File: src/rtl/ofcc_pkg.sv
// Shared types, constants and lookup functions for the optical flow color coder.
package ofcc_pkg;

    localparam int FLOW_FRAC_BITS = 5;
    localparam int CORDIC_STEPS   = 14;
    localparam int ROOT_ITERS     = 30;
    localparam int WHEEL_SIZE     = 55;

    localparam logic [15:0] ONE_Q14     = 16'd16384;
    localparam logic [15:0] MAX_ROOT    = 16'd46340;
    localparam logic [15:0] UNIT_DIV    = 16'(1 << FLOW_FRAC_BITS);
    localparam logic [23:0] PHASE_SCALE = 24'(WHEEL_SIZE - 1);
    localparam logic [63:0] BLEND_FULL  = 64'(255) << 16;
    localparam logic [63:0] WHITE_Q30   = 64'(255) << 30;
    localparam logic [14:0] LIMIT_RST   = 15'd32767;

    localparam logic FUNC_MEASURE = 1'b0;
    localparam logic FUNC_PAINT   = 1'b1;

    // register select is address bit 2
    localparam logic REG_LIMIT = 1'b0;
    localparam logic REG_NORM  = 1'b1;

    typedef struct packed {
        logic        func;
        logic        frame_start;
        logic signed [15:0] flow_x;
        logic signed [15:0] flow_y;
    } t_in_item;

    typedef struct packed {
        logic [7:0] red;
        logic [7:0] green;
        logic [7:0] blue;
        logic       unknown;
    } t_out_item;

    typedef struct packed {
        logic [7:0] red;
        logic [7:0] green;
        logic [7:0] blue;
    } t_rgb;

    typedef struct packed {
        logic        func;
        logic        bad;
        logic [15:0] fx;
        logic [15:0] fy;
        logic [15:0] divisor;
    } t_eng_job;

    typedef struct packed {
        logic        func;
        logic        bad;
        logic [15:0] radius;
        t_rgb        rgb;
    } t_eng_rsp;

    typedef enum logic [3:0] {
        ST_IDLE,
        ST_SQX,
        ST_SQY,
        ST_SQSUM,
        ST_SQRT,
        ST_DIV,
        ST_CORD,
        ST_WHEEL,
        ST_SPLIT,
        ST_BLEND,
        ST_DONE
    } t_eng_state;

    function automatic logic [15:0] abs16(input logic [15:0] v);
        abs16 = v[15] ? 16'(~v + 16'd1) : v;
    endfunction

    // arctangent of 2^-i as a fraction of a full turn, 16 bits
    function automatic logic [15:0] atan_turn(input logic [3:0] idx);
        case (idx)
            4'd0:    atan_turn = 16'd8192;
            4'd1:    atan_turn = 16'd4836;
            4'd2:    atan_turn = 16'd2555;
            4'd3:    atan_turn = 16'd1297;
            4'd4:    atan_turn = 16'd651;
            4'd5:    atan_turn = 16'd326;
            4'd6:    atan_turn = 16'd163;
            4'd7:    atan_turn = 16'd81;
            4'd8:    atan_turn = 16'd41;
            4'd9:    atan_turn = 16'd20;
            4'd10:   atan_turn = 16'd10;
            4'd11:   atan_turn = 16'd5;
            4'd12:   atan_turn = 16'd3;
            4'd13:   atan_turn = 16'd1;
            default: atan_turn = 16'd0;
        endcase
    endfunction

    // color wheel: red-yellow 15, yellow-green 6, green-cyan 4,
    // cyan-blue 11, blue-magenta 13, magenta-red 6
    function automatic t_rgb wheel_lut(input logic [5:0] k);
        case (k)
            6'd0:    wheel_lut = {8'd255, 8'd0,   8'd0};
            6'd1:    wheel_lut = {8'd255, 8'd17,  8'd0};
            6'd2:    wheel_lut = {8'd255, 8'd34,  8'd0};
            6'd3:    wheel_lut = {8'd255, 8'd51,  8'd0};
            6'd4:    wheel_lut = {8'd255, 8'd68,  8'd0};
            6'd5:    wheel_lut = {8'd255, 8'd85,  8'd0};
            6'd6:    wheel_lut = {8'd255, 8'd102, 8'd0};
            6'd7:    wheel_lut = {8'd255, 8'd119, 8'd0};
            6'd8:    wheel_lut = {8'd255, 8'd136, 8'd0};
            6'd9:    wheel_lut = {8'd255, 8'd153, 8'd0};
            6'd10:   wheel_lut = {8'd255, 8'd170, 8'd0};
            6'd11:   wheel_lut = {8'd255, 8'd187, 8'd0};
            6'd12:   wheel_lut = {8'd255, 8'd204, 8'd0};
            6'd13:   wheel_lut = {8'd255, 8'd221, 8'd0};
            6'd14:   wheel_lut = {8'd255, 8'd238, 8'd0};
            6'd15:   wheel_lut = {8'd255, 8'd255, 8'd0};
            6'd16:   wheel_lut = {8'd213, 8'd255, 8'd0};
            6'd17:   wheel_lut = {8'd170, 8'd255, 8'd0};
            6'd18:   wheel_lut = {8'd128, 8'd255, 8'd0};
            6'd19:   wheel_lut = {8'd85,  8'd255, 8'd0};
            6'd20:   wheel_lut = {8'd43,  8'd255, 8'd0};
            6'd21:   wheel_lut = {8'd0,   8'd255, 8'd0};
            6'd22:   wheel_lut = {8'd0,   8'd255, 8'd63};
            6'd23:   wheel_lut = {8'd0,   8'd255, 8'd127};
            6'd24:   wheel_lut = {8'd0,   8'd255, 8'd191};
            6'd25:   wheel_lut = {8'd0,   8'd255, 8'd255};
            6'd26:   wheel_lut = {8'd0,   8'd232, 8'd255};
            6'd27:   wheel_lut = {8'd0,   8'd209, 8'd255};
            6'd28:   wheel_lut = {8'd0,   8'd186, 8'd255};
            6'd29:   wheel_lut = {8'd0,   8'd163, 8'd255};
            6'd30:   wheel_lut = {8'd0,   8'd140, 8'd255};
            6'd31:   wheel_lut = {8'd0,   8'd116, 8'd255};
            6'd32:   wheel_lut = {8'd0,   8'd93,  8'd255};
            6'd33:   wheel_lut = {8'd0,   8'd70,  8'd255};
            6'd34:   wheel_lut = {8'd0,   8'd47,  8'd255};
            6'd35:   wheel_lut = {8'd0,   8'd24,  8'd255};
            6'd36:   wheel_lut = {8'd0,   8'd0,   8'd255};
            6'd37:   wheel_lut = {8'd19,  8'd0,   8'd255};
            6'd38:   wheel_lut = {8'd39,  8'd0,   8'd255};
            6'd39:   wheel_lut = {8'd58,  8'd0,   8'd255};
            6'd40:   wheel_lut = {8'd78,  8'd0,   8'd255};
            6'd41:   wheel_lut = {8'd98,  8'd0,   8'd255};
            6'd42:   wheel_lut = {8'd117, 8'd0,   8'd255};
            6'd43:   wheel_lut = {8'd137, 8'd0,   8'd255};
            6'd44:   wheel_lut = {8'd156, 8'd0,   8'd255};
            6'd45:   wheel_lut = {8'd176, 8'd0,   8'd255};
            6'd46:   wheel_lut = {8'd196, 8'd0,   8'd255};
            6'd47:   wheel_lut = {8'd215, 8'd0,   8'd255};
            6'd48:   wheel_lut = {8'd235, 8'd0,   8'd255};
            6'd49:   wheel_lut = {8'd255, 8'd0,   8'd255};
            6'd50:   wheel_lut = {8'd255, 8'd0,   8'd213};
            6'd51:   wheel_lut = {8'd255, 8'd0,   8'd170};
            6'd52:   wheel_lut = {8'd255, 8'd0,   8'd128};
            6'd53:   wheel_lut = {8'd255, 8'd0,   8'd85};
            default: wheel_lut = {8'd255, 8'd0,   8'd43};
        endcase
    endfunction

endpackage

File: src/rtl/ofcc_addsub.sv
// Shared 64-bit adder/subtractor with carry out (carry set on subtract means no borrow).
module ofcc_addsub (
    input  logic [63:0] i_a,
    input  logic [63:0] i_b,
    input  logic        i_sub,
    output logic [64:0] o_sum
);
    import ofcc_pkg::*;

    logic [64:0] b_ext;

    assign b_ext = i_sub ? {1'b0, ~i_b} : {1'b0, i_b};
    assign o_sum = {1'b0, i_a} + b_ext + 65'(i_sub);

endmodule

File: src/rtl/ofcc_mul.sv
// Shared 17 x 24 unsigned multiplier.
module ofcc_mul (
    input  logic [16:0] i_a,
    input  logic [23:0] i_b,
    output logic [40:0] o_p
);
    import ofcc_pkg::*;

    assign o_p = 41'(i_a) * 41'(i_b);

endmodule

File: src/rtl/ofcc_engine.sv
// Sequencer and datapath: square, root, divide, CORDIC and wheel blend on shared units.
module ofcc_engine (
    input  logic                i_clk,
    input  logic                i_rst_n,
    input  logic                i_start,
    input  ofcc_pkg::t_eng_job  i_job,
    input  logic                i_ack,
    output logic                o_done,
    output ofcc_pkg::t_eng_rsp  o_rsp
);
    import ofcc_pkg::*;

    t_eng_state         r_state, n_state;
    logic [4:0]         r_cnt, n_cnt;
    logic [2:0]         r_sub, n_sub;
    logic [1:0]         r_ch, n_ch;
    logic               r_func, n_func;
    logic               r_bad, n_bad;
    logic               r_dir, n_dir;
    logic [15:0]        r_fx, n_fx;
    logic [15:0]        r_fy, n_fy;
    logic [15:0]        r_div, n_div;
    logic [59:0]        r_v, n_v;
    logic [59:0]        r_res, n_res;
    logic signed [32:0] r_x, n_x;
    logic signed [32:0] r_y, n_y;
    logic signed [32:0] r_tx, n_tx;
    logic [15:0]        r_z, n_z;
    logic [40:0]        r_prod, n_prod;
    logic [5:0]         r_k0, n_k0;
    logic [15:0]        r_f, n_f;
    logic [15:0]        r_rad, n_rad;
    logic [15:0]        r_radius, n_radius;
    logic [2:0][7:0]    r_rgb, n_rgb;

    logic [63:0]        add_a, add_b;
    logic               add_sub;
    logic [64:0]        add_sum;
    logic [16:0]        mul_a;
    logic [23:0]        mul_b;
    logic [40:0]        mul_p;

    logic [59:0]        root_bit;
    logic [59:0]        root_next;
    logic [16:0]        rem_sh;
    logic [29:0]        q_full;
    logic signed [32:0] x0, y0;
    logic signed [32:0] cord_dx, cord_dy;
    t_rgb               c0, c1;
    logic [7:0]         c0ch, c1ch, chan;

    ofcc_addsub u_addsub (
        .i_a   (add_a),
        .i_b   (add_b),
        .i_sub (add_sub),
        .o_sum (add_sum)
    );

    ofcc_mul u_mul (
        .i_a (mul_a),
        .i_b (mul_b),
        .o_p (mul_p)
    );

    assign root_bit  = 60'd1 << {r_cnt, 1'b0};
    assign root_next = add_sum[64] ? ((r_res >> 1) | root_bit) : (r_res >> 1);
    assign rem_sh    = {r_v[15:0], r_res[29]};
    assign q_full    = {r_res[28:0], add_sum[64]};
    assign x0        = {{3{r_fx[15]}}, r_fx, 14'd0};
    assign y0        = {{3{r_fy[15]}}, r_fy, 14'd0};
    assign cord_dx   = r_y >>> r_cnt[3:0];
    assign cord_dy   = r_x >>> r_cnt[3:0];
    assign c0        = wheel_lut(r_k0);
    assign c1        = wheel_lut(r_k0 + 6'd1);

    always_comb begin
        case (r_ch)
            2'd0:    begin c0ch = c0.red;   c1ch = c1.red;   end
            2'd1:    begin c0ch = c0.green; c1ch = c1.green; end
            default: begin c0ch = c0.blue;  c1ch = c1.blue;  end
        endcase
    end

    always_comb begin
        n_state  = r_state;
        n_cnt    = r_cnt;
        n_sub    = r_sub;
        n_ch     = r_ch;
        n_func   = r_func;
        n_bad    = r_bad;
        n_dir    = r_dir;
        n_fx     = r_fx;
        n_fy     = r_fy;
        n_div    = r_div;
        n_v      = r_v;
        n_res    = r_res;
        n_x      = r_x;
        n_y      = r_y;
        n_tx     = r_tx;
        n_z      = r_z;
        n_prod   = r_prod;
        n_k0     = r_k0;
        n_f      = r_f;
        n_rad    = r_rad;
        n_radius = r_radius;
        n_rgb    = r_rgb;
        add_a    = '0;
        add_b    = '0;
        add_sub  = 1'b0;
        mul_a    = '0;
        mul_b    = '0;
        chan     = '0;

        case (r_state)
            ST_IDLE: begin
                if (i_start) begin
                    n_func = i_job.func;
                    n_bad  = i_job.bad;
                    n_fx   = i_job.fx;
                    n_fy   = i_job.fy;
                    n_div  = i_job.divisor;
                    n_rgb  = '0;
                    n_state = i_job.bad ? ST_DONE : ST_SQX;
                end
            end
            ST_SQX: begin
                mul_a  = 17'(abs16(r_fx));
                mul_b  = 24'(abs16(r_fx));
                n_prod = mul_p;
                n_state = ST_SQY;
            end
            ST_SQY: begin
                n_v    = 60'(r_prod);
                mul_a  = 17'(abs16(r_fy));
                mul_b  = 24'(abs16(r_fy));
                n_prod = mul_p;
                n_state = ST_SQSUM;
            end
            ST_SQSUM: begin
                add_a = 64'(r_v);
                add_b = 64'(r_prod);
                // scale by 2^28 so the root comes out in Q.14
                n_v   = {add_sum[31:0], 28'd0};
                n_res = '0;
                n_cnt = 5'(ROOT_ITERS - 1);
                n_state = ST_SQRT;
            end
            ST_SQRT: begin
                add_a   = 64'(r_v);
                add_b   = 64'(r_res | root_bit);
                add_sub = 1'b1;
                if (add_sum[64]) begin
                    n_v = add_sum[59:0];
                end
                n_res = root_next;
                if (r_cnt == 5'd0) begin
                    if (r_func == FUNC_MEASURE) begin
                        n_radius = root_next[29:14];
                        n_state  = ST_DONE;
                    end else begin
                        n_v     = '0;
                        n_cnt   = 5'(ROOT_ITERS - 1);
                        n_state = ST_DIV;
                    end
                end else begin
                    n_cnt = r_cnt - 5'd1;
                end
            end
            ST_DIV: begin
                add_a   = 64'(rem_sh);
                add_b   = 64'(r_div);
                add_sub = 1'b1;
                n_v     = 60'(add_sum[64] ? add_sum[16:0] : rem_sh);
                n_res   = 60'(q_full);
                if (r_cnt == 5'd0) begin
                    n_rad = (|q_full[29:16]) ? 16'hFFFF : q_full[15:0];
                    n_cnt = '0;
                    n_sub = '0;
                    if (r_fx == 16'd0 && r_fy == 16'd0) begin
                        // zero vector: phase is zero
                        n_z     = '0;
                        n_state = ST_WHEEL;
                    end else begin
                        if (r_fx[15]) begin
                            n_x = -x0;
                            n_y = -y0;
                            n_z = 16'h8000;
                        end else begin
                            n_x = x0;
                            n_y = y0;
                            n_z = '0;
                        end
                        n_state = ST_CORD;
                    end
                end else begin
                    n_cnt = r_cnt - 5'd1;
                end
            end
            ST_CORD: begin
                case (r_sub)
                    3'd0: begin
                        add_a   = 64'(r_x);
                        add_b   = 64'(cord_dx);
                        add_sub = r_y[32];
                        n_tx    = add_sum[32:0];
                        n_dir   = ~r_y[32];
                        n_sub   = 3'd1;
                    end
                    3'd1: begin
                        add_a   = 64'(r_y);
                        add_b   = 64'(cord_dy);
                        add_sub = r_dir;
                        n_y     = add_sum[32:0];
                        n_sub   = 3'd2;
                    end
                    default: begin
                        n_x     = r_tx;
                        add_a   = 64'(r_z);
                        add_b   = 64'(atan_turn(r_cnt[3:0]));
                        add_sub = ~r_dir;
                        n_z     = add_sum[15:0];
                        n_sub   = 3'd0;
                        if (r_cnt == 5'(CORDIC_STEPS - 1)) begin
                            n_state = ST_WHEEL;
                        end else begin
                            n_cnt = r_cnt + 5'd1;
                        end
                    end
                endcase
            end
            ST_WHEEL: begin
                mul_a  = 17'(r_z);
                mul_b  = PHASE_SCALE;
                n_prod = mul_p;
                n_state = ST_SPLIT;
            end
            ST_SPLIT: begin
                n_k0  = r_prod[21:16];
                n_f   = r_prod[15:0];
                n_ch  = '0;
                n_sub = '0;
                n_state = ST_BLEND;
            end
            ST_BLEND: begin
                case (r_sub)
                    3'd0: begin
                        mul_a  = 17'h10000 - 17'(r_f);
                        mul_b  = 24'(c0ch);
                        n_prod = mul_p;
                        n_sub  = 3'd1;
                    end
                    3'd1: begin
                        n_v    = 60'(r_prod);
                        mul_a  = 17'(r_f);
                        mul_b  = 24'(c1ch);
                        n_prod = mul_p;
                        n_sub  = 3'd2;
                    end
                    3'd2: begin
                        add_a = 64'(r_v);
                        add_b = 64'(r_prod);
                        n_v   = 60'(add_sum[24:0]);
                        n_sub = 3'd3;
                    end
                    3'd3: begin
                        if (r_rad <= ONE_Q14) begin
                            add_a   = BLEND_FULL;
                            add_b   = 64'(r_v);
                            add_sub = 1'b1;
                            n_v     = 60'(add_sum[23:0]);
                            n_sub   = 3'd4;
                        end else begin
                            // over-range: 0.75 of the blend
                            add_a = 64'(r_v);
                            add_b = 64'({r_v, 1'b0});
                            chan  = add_sum[25:18];
                            n_rgb[r_ch] = chan;
                            n_sub = 3'd0;
                            if (r_ch == 2'd2) begin
                                n_state = ST_DONE;
                            end else begin
                                n_ch = r_ch + 2'd1;
                            end
                        end
                    end
                    3'd4: begin
                        mul_a  = 17'(r_rad);
                        mul_b  = r_v[23:0];
                        n_prod = mul_p;
                        n_sub  = 3'd5;
                    end
                    default: begin
                        add_a   = WHITE_Q30;
                        add_b   = 64'(r_prod);
                        add_sub = 1'b1;
                        chan    = add_sum[37:30];
                        n_rgb[r_ch] = chan;
                        n_sub   = 3'd0;
                        if (r_ch == 2'd2) begin
                            n_state = ST_DONE;
                        end else begin
                            n_ch = r_ch + 2'd1;
                        end
                    end
                endcase
            end
            ST_DONE: begin
                if (i_ack) begin
                    n_state = ST_IDLE;
                end
            end
            default: begin
                n_state = ST_IDLE;
            end
        endcase
    end

    always_ff @(posedge i_clk) begin
        if (!i_rst_n) begin
            r_state <= ST_IDLE;
        end else begin
            r_state <= n_state;
        end
    end

    always_ff @(posedge i_clk) begin
        r_cnt    <= n_cnt;
        r_sub    <= n_sub;
        r_ch     <= n_ch;
        r_func   <= n_func;
        r_bad    <= n_bad;
        r_dir    <= n_dir;
        r_fx     <= n_fx;
        r_fy     <= n_fy;
        r_div    <= n_div;
        r_v      <= n_v;
        r_res    <= n_res;
        r_x      <= n_x;
        r_y      <= n_y;
        r_tx     <= n_tx;
        r_z      <= n_z;
        r_prod   <= n_prod;
        r_k0     <= n_k0;
        r_f      <= n_f;
        r_rad    <= n_rad;
        r_radius <= n_radius;
        r_rgb    <= n_rgb;
    end

    assign o_done        = (r_state == ST_DONE);
    assign o_rsp.func    = r_func;
    assign o_rsp.bad     = r_bad;
    assign o_rsp.radius  = r_radius;
    assign o_rsp.rgb.red   = r_rgb[0];
    assign o_rsp.rgb.green = r_rgb[1];
    assign o_rsp.rgb.blue  = r_rgb[2];

endmodule

File: src/rtl/optical_flow_color_coder.sv
// Top level of the optical flow color coder: register port, item handshake, maximum radius.
// A paint item runs the 30-step root, the 30-step divide, 14 CORDIC steps and a blend per
// channel before its result; a measure item gives no result and frees the engine after the
// root. An unknown vector goes straight to the result, a zero vector skips the CORDIC, and a
// normalized radius above one shortens the blend. The next item is accepted in the cycle after
// the engine hands off its result, and that hand-off waits on any output stall. Reset
// (synchronous, active low) clears the maximum radius, sets the unknown limit to 32767 and
// enables normalization.
module optical_flow_color_coder (
    input  logic                 i_clk,
    input  logic                 i_rst_n,
    // item input
    input  logic                 i_in_valid,
    output logic                 o_in_ready,
    input  ofcc_pkg::t_in_item   i_in,
    // result output
    output logic                 o_out_valid,
    input  logic                 i_out_ready,
    output ofcc_pkg::t_out_item  o_out,
    // register port
    input  logic                 psel,
    input  logic                 penable,
    input  logic                 pwrite,
    input  logic [2:0]           paddr,
    input  logic [31:0]          pwdata,
    output logic [31:0]          prdata,
    output logic                 pready
);
    import ofcc_pkg::*;

    logic [14:0] r_limit;
    logic        r_norm;
    logic [15:0] r_max_radius;
    logic        r_busy;
    logic        r_out_valid;
    t_out_item   r_out;

    logic        in_accept;
    logic        cfg_write;
    logic [15:0] abs_x, abs_y;
    logic        vec_valid;
    logic [15:0] divisor;
    t_eng_job    eng_job;
    logic        eng_done;
    logic        eng_ack;
    t_eng_rsp    eng_rsp;

    // ---------------------------------------------------------------
    // Register port: zero-wait, decode on address bit 2 only.
    // ---------------------------------------------------------------
    assign pready    = 1'b1;
    assign cfg_write = psel && penable && pwrite;

    always_ff @(posedge i_clk) begin
        if (!i_rst_n) begin
            r_limit <= LIMIT_RST;
            r_norm  <= 1'b1;
        end else if (cfg_write) begin
            if (paddr[2] == REG_LIMIT) begin
                r_limit <= pwdata[14:0];
            end else begin
                r_norm <= pwdata[0];
            end
        end
    end

    assign prdata = (paddr[2] == REG_NORM) ? {31'd0, r_norm} : {17'd0, r_limit};

    // ---------------------------------------------------------------
    // Item intake: qualify the vector and pick the divisor at accept.
    // The engine runs one item at a time; hold ready low while busy.
    // ---------------------------------------------------------------
    assign o_in_ready = ~r_busy;
    assign in_accept  = i_in_valid && o_in_ready;

    assign abs_x     = abs16(i_in.flow_x);
    assign abs_y     = abs16(i_in.flow_y);
    // limit applies to the raw components; the most negative code always fails
    assign vec_valid = (abs_x <= {1'b0, r_limit}) && (abs_y <= {1'b0, r_limit});
    assign divisor   = r_norm ? r_max_radius : UNIT_DIV;

    assign eng_job.func    = i_in.func;
    assign eng_job.bad     = ~vec_valid || (i_in.func == FUNC_PAINT && divisor == 16'd0);
    assign eng_job.fx      = i_in.flow_x;
    assign eng_job.fy      = i_in.flow_y;
    assign eng_job.divisor = divisor;

    ofcc_engine u_engine (
        .i_clk   (i_clk),
        .i_rst_n (i_rst_n),
        .i_start (in_accept),
        .i_job   (eng_job),
        .i_ack   (eng_ack),
        .o_done  (eng_done),
        .o_rsp   (eng_rsp)
    );

    // Engine result is taken when the output register is free or drains this cycle.
    assign eng_ack = ~r_out_valid || i_out_ready;

    always_ff @(posedge i_clk) begin
        if (!i_rst_n) begin
            r_busy <= 1'b0;
        end else if (in_accept) begin
            r_busy <= 1'b1;
        end else if (eng_done && eng_ack) begin
            r_busy <= 1'b0;
        end
    end

    // ---------------------------------------------------------------
    // Maximum radius: clear on a frame-start measure item at accept,
    // raise on a valid measure result.
    // ---------------------------------------------------------------
    always_ff @(posedge i_clk) begin
        if (!i_rst_n) begin
            r_max_radius <= '0;
        end else if (in_accept && i_in.func == FUNC_MEASURE && i_in.frame_start) begin
            r_max_radius <= '0;
        end else if (eng_done && eng_ack && eng_rsp.func == FUNC_MEASURE && !eng_rsp.bad &&
                     eng_rsp.radius > r_max_radius) begin
            r_max_radius <= eng_rsp.radius;
        end
    end

    // ---------------------------------------------------------------
    // Output register: one paint result, parts the engine from the sink.
    // ---------------------------------------------------------------
    always_ff @(posedge i_clk) begin
        if (!i_rst_n) begin
            r_out_valid <= 1'b0;
        end else if (eng_done && eng_ack && eng_rsp.func == FUNC_PAINT) begin
            r_out_valid <= 1'b1;
        end else if (i_out_ready) begin
            r_out_valid <= 1'b0;
        end
    end

    always_ff @(posedge i_clk) begin
        if (eng_done && eng_ack && eng_rsp.func == FUNC_PAINT) begin
            r_out.red     <= eng_rsp.rgb.red;
            r_out.green   <= eng_rsp.rgb.green;
            r_out.blue    <= eng_rsp.rgb.blue;
            r_out.unknown <= eng_rsp.bad;
        end
    end

    assign o_out_valid = r_out_valid;
    assign o_out       = r_out;

`ifndef NO_ASSERTIONS
    a_done_only_busy: assert property (@(posedge i_clk) disable iff (!i_rst_n)
        eng_done |-> r_busy)
        else $error("engine done without an item in flight");

    a_max_bound: assert property (@(posedge i_clk) disable iff (!i_rst_n)
        r_max_radius <= MAX_ROOT)
        else $error("maximum radius beyond largest possible root");

    a_paint_loads: assert property (@(posedge i_clk) disable iff (!i_rst_n)
        (eng_done && eng_ack && eng_rsp.func == FUNC_PAINT) |=> o_out_valid)
        else $error("paint result not presented");

    a_no_start_busy: assert property (@(posedge i_clk) disable iff (!i_rst_n)
        (eng_done && !eng_ack) |=> (eng_done && !o_in_ready))
        else $error("engine released result without acknowledge");
`endif

endmodule

File: config.mk
export PLATFORM = sky130hd
export DESIGN_NAME = optical_flow_color_coder
export DESIGN_NICKNAME = d
export VERILOG_FILES = /design/src/rtl/ofcc_pkg.sv /design/src/rtl/ofcc_addsub.sv /design/src/rtl/ofcc_mul.sv /design/src/rtl/ofcc_engine.sv /design/src/rtl/optical_flow_color_coder.sv
export SDC_FILE = /design/constraint.sdc
export NUM_CORES = 2
export LEC_CHECK = 0
export BUFFER_PORTS_ARGS = -buffer_cell sky130_fd_sc_hd__buf_2
export CAP_MARGIN = 20
export CELL_PAD_IN_SITES_DETAIL_PLACEMENT = 0
export CELL_PAD_IN_SITES_GLOBAL_PLACEMENT = 1
export CORE_MARGIN = 5
export CORE_UTILIZATION = 51
export DETAILED_ROUTE_END_ITERATION = 10
export GPL_ROUTABILITY_DRIVEN = 0
export MAX_ROUTING_LAYER = met4
export PLACE_DENSITY = 0.87
export SYNTH_ARGS = -nofsm -noshare
export SYNTH_HDL_FRONTEND = slang
export SYNTH_HIERARCHICAL = 1
export SYNTH_SLANG_ARGS = --single-unit
File: constraint.sdc
create_clock -name i_clk -period 10.7 [get_ports i_clk]
set_input_delay 0.535 -clock i_clk [delete_from_list [all_inputs] [get_ports i_clk]]
set_output_delay 0.535 -clock i_clk [all_outputs]
set_load 0.005 [all_outputs]
# [Word level (Yosys, flattened, before mapping)]
# Memories as Yosys holds them, arrays and structs flattened. A register that Yosys moved wholly into a read port is not among the register bits.
# Cells that the tools add are included.
[op_classes] addsub=13 n_mul=1 magnitude_cmp=6 eq_ne=32 shifts=3 muxes=93 n_bitwise=16 reduce_logical=58
[ops] operator="$pmux W64 S2" count=3
[ops] operator="$mux W60" count=6
[ops] operator="$pmux W60 S3" count=2
[ops] operator="$pmux W64 S5" count=1
[ops] operator="$pmux W60 S5" count=1
[ops] operator="$mux W33" count=8
[ops] operator="$pmux W64 S4" count=1
[ops] operator="$pmux W64 S3" count=1
[ops] operator="$mux W16" count=9
[ops] operator="$pmux W33 S2" count=2
[ops] operator="$pmux W24 S2" count=2
[ops] operator="$pmux W24 S4" count=1
[ops] operator="$pmux W41 S2" count=1
[ops] operator="$pmux W24 S3" count=1
[ops] operator="$pmux W17 S4" count=1
[ops] operator="$neg A30 Y33" count=2
[ops] operator="$sshr A33 B4 Y33" count=2
[ops] operator="$add A64 B64 Y65" count=1
[ops] operator="$add A65 B1 Y65" count=1
[ops] operator="$add A16 B1 Y16 const B" count=4
[ops] operator="$mux W64" count=1
[ops] operator="$not A16 Y16" count=4
[ops] operator="$not A64 Y64" count=1
[ops] operator="$mux W61" count=1
[ops] operator="other kinds (74)" count=165
[totals] reg_bits=478 rom_bits=3296 in_bits=76 out_inout_bits=60 word_cells=258 n_memories=3
[memory_table] name="(no name shown)" depth=64 width=24 read_ports=1 rd_ports_with_merged_regs=0 wr=0 line="ofcc_pkg.sv:101" text="case (k)"
[memory_table] name="(no name shown)" depth=64 width=24 read_ports=1 rd_ports_with_merged_regs=1 wr=0 line="ofcc_pkg.sv:101"
[memory_table] name="(no name shown)" depth=16 width=14 read_ports=1 rd_ports_with_merged_regs=1 wr=0 line="ofcc_pkg.sv:79" text="case (idx)"

# [Logic depth before layout (Yosys ltp)]
[depth] word_depth=12 ltp_mapped=33 mapped_depth_nobuf=30

# [Cells and area by module]
# The synthesis kept the hierarchy.
[by_module_without_submodules] module="ofcc_engine" instances=1 cells_per_inst=2626 area_per_inst_um2=27436.3 seq_area_each_um2=13212.7
[by_module_without_submodules] module="ofcc_mul" instances=1 cells_per_inst=1589 area_per_inst_um2=13371.6 seq_area_each_um2=0.0
[by_module_without_submodules] module="ofcc_addsub" instances=1 cells_per_inst=630 area_per_inst_um2=4498.1 seq_area_each_um2=0.0
[by_module_without_submodules] module="optical_flow_color_coder" instances=1 cells_per_inst=460 area_per_inst_um2=4087.7 seq_area_each_um2=1431.4

# [Worst setup path after synthesis]
# Ideal clock, no wire load.
[synth_timing] path_kind="flip-flop to flip-flop" start="reg u_engine.r_k0[0]" end="reg u_engine.r_prod[40] (data pin)" setup_time_ps=266 arrival_ps=8026 t_required_ps=10434 setup_slack_ps=2408 stages_incl_launch_ff=33 n_path_buf=3 synth_period_minus_slack_ps=8292 path_cell_list="edfxtp_1 > ha_1 > clkbuf_1 > inv_1 > ha_1 > inv_1 > clkbuf_1 > ha_1 > o21ai_0 > a311oi_1 > o211ai_1 > o211ai_1 > clkbuf_1 > nand2_1 > fa_1 > inv_1 > fa_1 > inv_1 > fa_1 > inv_1 > fa_1 > fa_1 > inv_1 > fa_1 > inv_1 > ha_1 > nand2_1 > o21a_1 > o221ai_2 > a211oi_2 > or4_4 > nand3_1 > or3b_1"
[synth_via] elab_chain_len=8
[synth_lines] item="start, declared" line="ofcc_engine.sv:30" text="logic [5:0] r_k0, n_k0;"
[synth_lines] item="start signal, assigned" line="ofcc_engine.sv:343" text="r_k0 <= n_k0;"
[synth_lines] item="$add A6 B1 Y6 (*)" line="ofcc_engine.sv:74" text="assign c1 = wheel_lut(r_k0 + 6'd1);"
[synth_lines] item="$mem_v2 Z64 W24 (*)"
[synth_lines] item="$pmux W8 S2 (*)" line="ofcc_engine.sv:77" text="case (r_ch)"
[synth_lines] item="$pmux W24 S3 (*)" line="ofcc_engine.sv:245" text="case (r_sub)"
[synth_lines] item="$pmux W24 S4 (*)" line="ofcc_engine.sv:114" text="case (r_state)"
[synth_lines] item="named net u_engine.mul_b[5]" line="ofcc_engine.sv:40" text="logic [23:0] mul_b;"
[synth_lines] item="$mul A17 B24 Y41 (*)" line="ofcc_mul.sv:9" text="assign o_p = 41'(i_a) * 41'(i_b);"
[synth_lines] item="named net u_engine.mul_p[40]" line="ofcc_engine.sv:41" text="logic [40:0] mul_p;"
[synth_lines] item="$mux W41" line="ofcc_engine.sv:245"
[synth_lines] item="$pmux W41 S2 (*)" line="ofcc_engine.sv:114"
[synth_lines] item="end signal, assigned" line="ofcc_engine.sv:342" text="r_prod <= n_prod;"
[synth_lines] item="end, declared" line="ofcc_engine.sv:29" text="logic [40:0] r_prod, n_prod;"
# The timed path passes the listed nets; every way through them passes the cells marked *. The select of a mux whose other input is x is not followed.
# A chain may end at the register's enable or synchronous reset.

# [Worst setup path after layout]
# Ends and elaborated chain as after synthesis.

==> flow_summary_export.csv <==
group,metric,value,unit
status,status,"finished, violations left",
status,violations,"DRC",
global_route,grt_max_degree,75,
cts,clk_latency,630,ps
cts,cts_buffers,53,
floorplan,core-area,0.09628,mm^2
placement,place_area,0.05082,mm^2
global_route,use_met2,0.4740,
layout,finish.instance_area,0.05278,mm^2
layout,layout_commonest_cell,"nand2_1",
cts,path_clk_slew,70,ps
routing,drtIter0Drc,6234,
placement,port_buffers,98,
sta,final_hold_viol_count,0,
routing,dr.pass1.iters,11,
cts,h-tree-depth,2,
floorplan,initial_utilization,0.5112,
flow_run,cap_violations,0,
power,p_per_area,201.3,mW/mm^2
layout,instances_no_fill,6520,
floorplan,die_w,320.7,um
sta,rsz0062_at_grt,"no",
layout,utilization,0.5482,
global_route,grt_usage,0.3338,
global_route,antenna_found_initial,9,
sta,setup_tns,0,ps
global_route,grt_pass1_vias,41030,
worst_setup_path,end_kind,"flop",
floorplan,die_h,320.7,um
routing,drc,22,
worst_setup_path,cp-start-kind,"flop",
sta,holdWs,125.4,ps
sta,clock.fmax,102.5,MHz
worst_setup_path,cp_slowest_cell,"ha_1",
worst_setup_path,slowest_delay,790,ps
layout,layout-drive-gt1-share,0.08994,
layout,nets,5868,
layout,fillers,8538,
sta,tightestPinTransition,1324,ps
floorplan,pin_count,136,
min_path,min_path_type,"in -> reg",
sta,fin_crit_sh,0.9118,
cts,cts-root-buf,"clkbuf_16",
placement,place_hpwl,128300,um
sta,period_needed,9756,ps
yosys,avgSynthCellArea,9.327,um^2
cts,clk_path_buf_depth,3,
cts,postCtsSetupRepairBufs,0,
yosys,yosysWarnings,6,
yosys,synth.cell_area,0.04922,mm^2
cts,cts_tree,"done",
layout,final_cell_mix,"nand2_1, inv_1, edfxtp_1",
global_route,grt_pass1_wl,257500,um
routing,ant_nets,0,
layout,syn2layout_area_growth,7.233,%
worst_setup_path,cp.required,11070,ps
global_route,globalRoute.totalOverflow,0,
worst_setup_path,worst-setup-path-type,"reg -> reg",
worst_setup_path,crit_fanout,25,
sta,fin_worst_skew,22.44,ps
cts,cts_hold_buffers,0,
global_route,grt_util_met1,0.4384,
cts,cts_resized,0,
global_route,use_met3,0.1005,
yosys,postSynthCellCount,5277,
placement,place_inst,6409,
power,p_leak,22.24,nW
routing,detail_route.wl_per_cell,26.29,um
routing,vias,42570,
global_route,grt.busiest_layer,"met2",
routing,wl,171400,um
worst_setup_path,worstPathArrival,10120,ps
sta,setup_violations,0,
sta,timing.slew.headroom,0.1113,
routing,via_per_inst,6.530,
cts,cts.sinks,512,
floorplan,fp.dieArea,0.1028,mm^2
power,ir_drop,0.1449,mV
floorplan,fp-row-count,114,
sta,finalMaxSlewViolations,0,
-- power by group --
part	internal, mW	switching (mW)	total (mW)
registers	2.79	0.689	3.48
clock network	1.13	0.840	1.97
logic	1.63	3.54	5.17
-- routing by layer --
layer,up-vias,part of all wire
met1,20790,0.39
li1,18440,-
met5,-,0
met3,640,0.13
met2,2705,0.42
met4,0,0.064
-- final timing paths --
path / start / endpoint / slack (ps) / cells after the start
min: pwdata[7] / r_limit[7]$_SDFFE_PN1P_ / 130 / 3
max reg2reg: u_engine/r_k0[0]$_DFFE_PP_ / u_engine/r_prod[40]$_DFFE_PP_ / 940 / 27
max: u_engine/r_k0[0]$_DFFE_PP_ / u_engine/r_prod[40]$_DFFE_PP_ / 940 / 27
min reg2reg: u_engine/o_rsp[16]$_SDFFCE_PN0P_ / o_out[17]$_DFFE_PP_ / 450 / 0
-- registers in the layout (all words and copies together), names as in the netlist, 16 cells and up, named ones only --
signal,flops
u_engine/r_v,60
u_engine/r_res,59
u_engine/r_prod,41
u_engine/r_tx,33
u_engine/r_x,33
u_engine/r_y,33
o_out,25
u_engine/o_rsp,24
u_engine/c0,21
r_max_radius,16
u_engine/r_div,16
u_engine/r_f,16
u_engine/r_fx,16
u_engine/r_fy,16
u_engine/r_rad,16
u_engine/r_radius,16
u_engine/r_z,16
-- area by class of cell --
cell class	instances	area, um^2	area share
clock inverters	31	326.6	0.006188
well taps	1276	1597	0.03025
flip-flops and latches	512	14640	0.2775
multi-input cells	3887	31340	0.5938
clock buffers	69	1523	0.02885
inverters	537	2016	0.03819
repair buffers	201	1318	0.02496
diodes	7	17.52	0.0003319
-- critical path: cells and delay by family (launching register included) --
family / cells / cell delay (ps)
compound gates: 7 / 2110
flops: 1 / 640
fa+ha+maj: 9 / 4550
buf+inv: 6 / 740
simple gates: 5 / 1450
-- through the flow --
step           setup WS [ps]  power, mW
2_1_floorplan           2408      6.455
3_3_place_gp            1120      8.319
3_5_place_dp            1039      8.388
4_1_cts                 1039      10.35
5_1_grt                145.8      11.07
6_report               943.7      10.63
No activity file was read; power rests on OpenSTA's default activity.
